==> config.mk <==
export PLATFORM = sky130hd
export DESIGN_NAME = uncp_isqrt
export DESIGN_NICKNAME = d
export VERILOG_FILES = /design/src/hdl/uncp_pkg.sv /design/src/hdl/uncp_isqrt.sv
export SDC_FILE = /design/constraint.sdc
export NUM_CORES = 2
export LEC_CHECK = 0
export ABC_AREA = 1
export BUFFER_PORTS_ARGS = -buffer_cell sky130_fd_sc_hd__buf_2
export CORE_UTILIZATION = 56
export DETAILED_ROUTE_END_ITERATION = 8
export PLACE_DENSITY = 0.77
export SKIP_CTS_REPAIR_TIMING = 1
export SKIP_LAST_GASP = 1
export SYNTH_ARGS = -nofsm -noshare
export SYNTH_HDL_FRONTEND = slang
export SYNTH_SLANG_ARGS = --single-unit
==> constraint.sdc <==
create_clock -name i_clk -period 12 [get_ports i_clk]
set_input_delay 1.2 -clock i_clk [delete_from_list [all_inputs] [get_ports i_clk]]
set_output_delay 1.2 -clock i_clk [all_outputs]
set_load 0.005 [all_outputs]
==> src/hdl/uncp_pkg.sv <==
`timescale 1ns / 1ps

package uncp_pkg;

    localparam int unsigned NUM_COMP     = 3;
    localparam int unsigned COORD_W      = 16;
    localparam int unsigned OUT_W        = 16;
    localparam int unsigned PROD_W       = 2 * COORD_W;
    localparam int unsigned CROSS_W      = PROD_W + 1;
    localparam int unsigned SQ_W         = 64;
    localparam int unsigned QUO_W        = 31;
    localparam int unsigned ROOT_W       = QUO_W + 1;
    localparam int unsigned FRONT_STAGES = 4;
    localparam int unsigned DIV_STAGES   = QUO_W;
    localparam int unsigned SQRT_STAGES  = ROOT_W / 2;
    localparam int unsigned IN_DATA_W    = 2 * NUM_COMP * COORD_W;
    localparam int unsigned OUT_DATA_W   = NUM_COMP * OUT_W;

    typedef logic signed [COORD_W-1:0] t_coord;

    // per component: running remainder and quotient bits; shared squared magnitude
    typedef struct packed {
        logic [NUM_COMP-1:0][SQ_W-1:0]  rem;
        logic [NUM_COMP-1:0][QUO_W-1:0] quo;
        logic [SQ_W-1:0]                sum;
        logic [NUM_COMP-1:0]            neg;
        logic                           degen;
    } t_div_item;

    typedef struct packed {
        logic [NUM_COMP-1:0][QUO_W-1:0]  op;
        logic [NUM_COMP-1:0][ROOT_W-1:0] root;
        logic [NUM_COMP-1:0]             neg;
        logic                            degen;
    } t_sqrt_item;

endpackage

==> src/hdl/uncp_isqrt.sv <==
`timescale 1ns / 1ps

// Digit-by-digit integer square root of the quotients, one root bit per stage.
module uncp_isqrt (
    input  logic                 i_clk,
    input  logic                 i_rst_n,
    input  logic                 i_valid,
    output logic                 o_ready,
    input  uncp_pkg::t_div_item  i_item,
    output logic                 o_valid,
    input  logic                 i_ready,
    output uncp_pkg::t_sqrt_item o_item
);

    localparam int unsigned N    = uncp_pkg::SQRT_STAGES;
    localparam int unsigned LAST = N - 1;

    logic [N-1:0]         r_v;
    logic [N-1:0]         w_rdy;
    uncp_pkg::t_sqrt_item r_d [N];
    uncp_pkg::t_sqrt_item w_in;

    function automatic uncp_pkg::t_sqrt_item sqrt_step(input uncp_pkg::t_sqrt_item x,
                                                       input logic [uncp_pkg::ROOT_W-1:0] one);
        uncp_pkg::t_sqrt_item y;
        logic [uncp_pkg::ROOT_W-1:0] t;
        logic [uncp_pkg::ROOT_W-1:0] op;
        y = x;
        for (int i = 0; i < uncp_pkg::NUM_COMP; i++) begin
            t  = x.root[i] + one;
            op = {1'b0, x.op[i]};
            if (op >= t) begin
                y.op[i]   = uncp_pkg::QUO_W'(op - t);
                y.root[i] = (x.root[i] >> 1) + one;
            end else begin
                y.root[i] = x.root[i] >> 1;
            end
        end
        return y;
    endfunction

    always_comb begin
        w_in.neg   = i_item.neg;
        w_in.degen = i_item.degen;
        for (int i = 0; i < uncp_pkg::NUM_COMP; i++) begin
            w_in.op[i]   = i_item.quo[i];
            w_in.root[i] = '0;
        end
    end

    always_comb begin
        w_rdy[LAST] = !r_v[LAST] | i_ready;
        for (int j = LAST - 1; j >= 0; j--) begin
            w_rdy[j] = !r_v[j] | w_rdy[j+1];
        end
    end

    always_ff @(posedge i_clk) begin
        if (!i_rst_n) begin
            r_v <= '0;
        end else begin
            if (w_rdy[0]) begin
                r_v[0] <= i_valid;
            end
            for (int j = 1; j <= LAST; j++) begin
                if (w_rdy[j]) begin
                    r_v[j] <= r_v[j-1];
                end
            end
        end
    end

    for (genvar j = 0; j < N; j++) begin : g_stage
        localparam logic [uncp_pkg::ROOT_W-1:0] ONE =
            uncp_pkg::ROOT_W'(1) << (2 * (N - 1 - j));
        if (j == 0) begin : g_first
            always_ff @(posedge i_clk) begin
                if (w_rdy[j]) begin
                    r_d[j] <= sqrt_step(w_in, ONE);
                end
            end
        end else begin : g_next
            always_ff @(posedge i_clk) begin
                if (w_rdy[j]) begin
                    r_d[j] <= sqrt_step(r_d[j-1], ONE);
                end
            end
        end
    end

    assign o_ready = w_rdy[0];
    assign o_valid = r_v[LAST];
    assign o_item  = r_d[LAST];

endmodule

; ---- Yosys cells after proc, flatten, opt, wreduce, memory -nomap -nowiden
; Memory sizes are Yosys's and may differ from the RTL's.
; Cells that the tools add are included.
[totals]
elab_cells = 459
output_inout_bits = 195
mem_count = 1
ff_bits = 16
inputBits = 357
ram_bits = 3088
[classes]
magnitude_cmp = 48
mux = 224
n_addsub = 138
bitwise = 16
reduce_logical = 16
[mem_list]
columns = name, words, width, rd, rd_clocked_by_memory_dff, wr, line
row1 = r_d, 16, 193, 16, 0, 16, uncp_isqrt.sv:20  ; uncp_pkg::t_sqrt_item r_d [N];
[op_table]
columns = op, count
row1 = $mux 31, 99
row2 = $mux 32, 93
row3 = $ge 31x32->1, 45
row4 = $sub 31x31->31, 45
row5 = $add 31x1->32 const B, 3
row6 = $add 31x11->32 const B, 3
row7 = $add 31x13->32 const B, 3
row8 = $add 31x15->32 const B, 3
row9 = $add 31x17->32 const B, 3
row10 = $add 31x19->32 const B, 3
row11 = $add 31x21->32 const B, 3
row12 = $add 31x23->32 const B, 3
row13 = $add 31x25->32 const B, 3
row14 = $add 31x27->32 const B, 3
row15 = $add 31x29->32 const B, 3
row16 = $add 31x3->32 const B, 3
row17 = $add 31x5->32 const B, 3
row18 = $add 31x7->32 const B, 3
row19 = $add 31x9->32 const B, 3
row20 = $add 32x1->32 const B, 3
row21 = $add 32x11->32 const B, 3
row22 = $add 32x13->32 const B, 3
row23 = $add 32x15->32 const B, 3
row24 = $add 32x17->32 const B, 3
row25 = other kinds (15), 100

; ---- Longest topological paths before layout
[logic_depth]
ltp_word = 19
mapped_depth = 17
mapped_depth_nobuf = 16

; ---- Worst setup path after synthesis
; Ideal clock, no wire load.
[synth_path]
path_kind = input-to-reg
start = in i_ready
end = mem r_d[0][193] (netlist bit) (enable)
setup_time_ns = 1.209
arrival_ns = 11.929
required_ns = 10.791
setup_slack_ns = -1.138
cell_stages = 8
n_path_buf = 0
path_cell_list = inv_1 > nand4_2 > nor3_2 > nand4_2 > nor2_2 > nand4_4 > nor2_4 > nand3_1
[synth_lines]
columns = item, line
row1 = from (decl), uncp_isqrt.sv:11  ; input logic i_ready,
row2 = to (decl), uncp_isqrt.sv:20

; ---- Worst setup path after layout
[layout_path]
start = in i_ready
end = out o_ready
[layout_between]
elab_chain_len = 16
[layout_lines]
columns = item, line
row1 = $or 1x1->1, uncp_isqrt.sv:52  ; w_rdy[LAST] = !r_v[LAST] | i_ready;
row2 = $or 1x1->1 (2 in series), uncp_isqrt.sv:54  ; w_rdy[j] = !r_v[j] | w_rdy[j+1];
row3 = named net w_rdy[13], uncp_isqrt.sv:19  ; logic [N-1:0] w_rdy;
row4 = $or 1x1->1 (5 in series), uncp_isqrt.sv:54
row5 = named net w_rdy[8], uncp_isqrt.sv:19
row6 = $or 1x1->1 (4 in series), uncp_isqrt.sv:54
row7 = named net w_rdy[4], uncp_isqrt.sv:19
row8 = $or 1x1->1 (4 in series), uncp_isqrt.sv:54
row9 = to (decl), uncp_isqrt.sv:8  ; output logic o_ready,
; The timed path passes the listed nets, and every way through them passes these cells.

==> impl_metrics.toml <==
[detailed_routing]
initialDrtViolationCount = 3463
route.detailed.wl_per_inst_um = 16.9
ant_nets = 0
firstDrtPassIters = 6
drc = 0
totalWireLength_mm = 208
vias = 65500
routed_via_density = 5.33

[logic_synthesis]
netlist.top_cell.by_area = "sky130_fd_sc_hd__edfxtp_1"
netlist_top_cells_count = "1960 x sky130_fd_sc_hd__edfxtp_1, 1429 x sky130_fd_sc_hd__nand2_1, 1313 x sky130_fd_sc_hd__inv_1, 984 x sky130_fd_sc_hd__nor2_1, 586 x sky130_fd_sc_hd__a21oi_1"
synth_async_sr_flop_share = 0
synth.cell_area_um2 = 101000
postSynth.topFlopCell = "sky130_fd_sc_hd__edfxtp_1"
seq_area_frac_synth = 0.587
synth_enable_flop_cells = 1960
ys_ff_latch = 1976
synth.top_cell.area_share = 0.584
synth_area_leaders = "sky130_fd_sc_hd__edfxtp_1 58%, sky130_fd_sc_hd__ha_1 5.6%, sky130_fd_sc_hd__nand2_1 5.3%, sky130_fd_sc_hd__inv_1 4.9%, sky130_fd_sc_hd__nor2_1 3.7%"
syn_avg_cell_area_um2 = 10.6
yosysWarningCount = 0
synth_cell_types = 80
post_synth_inst_count = 9535
synth.most_common_cell = "sky130_fd_sc_hd__edfxtp_1"

[critical_path]
end_kind = "output pin"
worst_r2r_startpoint = "r_v[15]"
cp.required_ps = 10800
timing.critical_path.arrival_ps = 5800
worst_setup_path_startpoint = "i_ready"
path_max_fanout = 50
worst-r2r-setup-slack_ps = 6530
critPathCapture = "o_ready"
critical_path.reg2reg.endpoint = "r_d[0][126]"
cp-start-kind = "input pin"
critical_path_class = "in2out"
worstRegToRegCells = 8

[final_layout]
num-nets-final = 10600
fraction_of_layout_cells_with_a_size_suffix_above_1 = 0.0916
final_core_utilization = 0.616
area_growth_syn_to_layout_pct = 9.19

[timing]
crit_path_setup_slack_layout_ps = 5000
hold_ws_ps = 418
max-slew-margin-rel = 0.231
worst_clock_skew_ps = 39.7
final_period_minus_worst_setup_slack_ps = 7000
timing.final.crit_share = 0.583
setup-tns-final_ps = 0
max_clock_freq_mhz = 143
final_max_slew_viols = 0
finalSetupViolCount = 0
timing_hold_violations_final = 0
worstMarginPinSlew_ps = 1150
grt_setup_unrepaired = "no"

[global_routing]
grt_max_degree = 93
grt_pass1_vias = 65200
number_of_antenna_violations_at_the_first_check_in_global_routing = 1
grt_pass1_wl_mm = 328
grt-ovfl-total = 0
global_route.usage.total = 0.228

[placement]
placement.setup.worst_slack_ps = 4860
gp_congestion = 0.952
buffers_on_ports = 247
dp_hpwl_mm = 165

[pwr]
vdd_ir_drop_max_v = 0.000159
power_uw = 26000
leakage_uw = 0.0456
powerDensity_nw_per_um2 = 236

[floorplan]
die_h_um = 426
floorplan.die_area_um2 = 182000
rows = 155
io-pin-count = 552
floorplan.die.width_um = 426
start_util = 0.564
fp.coreArea_um2 = 179000

[run_status]
outcome = "completed"

[worst_hold_path]
min-delay-path-class = "reg2reg"
hold_start = "r_d[0][196]"
timing.hold.worst_path_depth = 0

[clock_tree]
htreeDepth = 4
clock_tree.root_cell = "sky130_fd_sc_hd__clkbuf_16"
tritoncts_num_sinks = 1976
cts.path.max_buffers = 3
clkSlewWorstSetupHoldPaths_ps = 60
tritoncts_clock_tree = "done"
cts_buffers = 198
clock_latency_ps = 840

[flow_run]
drv.max_cap_violation_count = 0
==> final cells by class <==
cell class                      instances  area [um^2]
Inverter                             1334         5030
Timing Repair Buffer                  267         1390
Clock inverter                        127         1510
Fill cell                           14100        68600
Multi-Input combinational cell       5993        34700
Sequential cell                      1976        59200
Clock buffer                          242         5240
Tap cell                             2355         2950
Antenna cell                            1         2.50
==> flip-flops by register name (all words and copies together) (netlist names) <==
signal,flops
r_d,1960
r_v,16
==> kinds of logic after synthesis <==
logic type / share of synthesized area
simple gates: 0.149
flops: 0.587
buf+inv: 0.0709
compound gates: 0.0902
xor+xnor: 0.0458
fa+ha+maj: 0.0565
mux: 0.000447
other cells: 0.0000372
==> layer usage <==
metal	vias to the layer above	track usage	part of all wire
met2	1446	0.423	0.52
met5	-	0	0
met3	548	0.0285	0.032
met1	30400	0.251	0.39
met4	0	0.127	0.057
li1	33100	-	-
==> worst min-delay path by stage <==
stage	end	slack (ps)
2_1_floorplan	r_d[0][1158]	400
3_3_place_gp	r_d[1][1352]	400
6_report	r_d[0][389]	420
4_1_cts	r_d[1][1354]	420
3_5_place_dp	r_d[0][389]	410
5_1_grt	r_d[1][966]	420
==> per-stage QoR <==
| stage | cells | area, um^2 |
|---|---|---|
| 2_1_floorplan | 9585 | 101000 |
| 3_3_place_gp | 11900 | 103000 |
| 3_5_place_dp | 11900 | 103000 |
| 4_1_cts | 12300 | 110000 |
| 5_1_grt | 12300 | 110000 |
| 6_report | 12300 | 110000 |
==> placed cells by master, fill, tap and decap left out, types with 134 or more instances in the layout <==
| cell type | n |
|---|---|
| sky130_fd_sc_hd__ha_1 | 450 |
| sky130_fd_sc_hd__nand3_1 | 277 |
| sky130_fd_sc_hd__a21oi_1 | 586 |
| sky130_fd_sc_hd__nor4_1 | 134 |
| sky130_fd_sc_hd__nand4_1 | 149 |
| sky130_fd_sc_hd__nor2_1 | 984 |
| sky130_fd_sc_hd__buf_2 | 247 |
| sky130_fd_sc_hd__edfxtp_1 | 1960 |
| sky130_fd_sc_hd__inv_1 | 1308 |
| sky130_fd_sc_hd__nand2_1 | 1425 |
| sky130_fd_sc_hd__clkbuf_16 | 201 |
| sky130_fd_sc_hd__nor3_1 | 149 |
| sky130_fd_sc_hd__xor2_1 | 300 |
| sky130_fd_sc_hd__xnor2_1 | 227 |
| sky130_fd_sc_hd__o21ai_0 | 532 |
==> critical path, stage by stage <==
cell	delay [ps]
sky130_fd_sc_hd__buf_2	100
sky130_fd_sc_hd__inv_1	180
sky130_fd_sc_hd__nand4_4	400
sky130_fd_sc_hd__nor3_2	450
sky130_fd_sc_hd__nand4_4	710
sky130_fd_sc_hd__nor2_2	710
sky130_fd_sc_hd__nand4_4	710
sky130_fd_sc_hd__nor2_4	520
sky130_fd_sc_hd__nand4_4	490
sky130_fd_sc_hd__buf_2	300
==> power breakdown <==
part           leakage (uW)  switching (uW)  internal, uW
clock               0.00322            2590          3650
combinational        0.0221            5310          3250
sequential           0.0203            1270          9940
(Power assumes the default switching activity.)
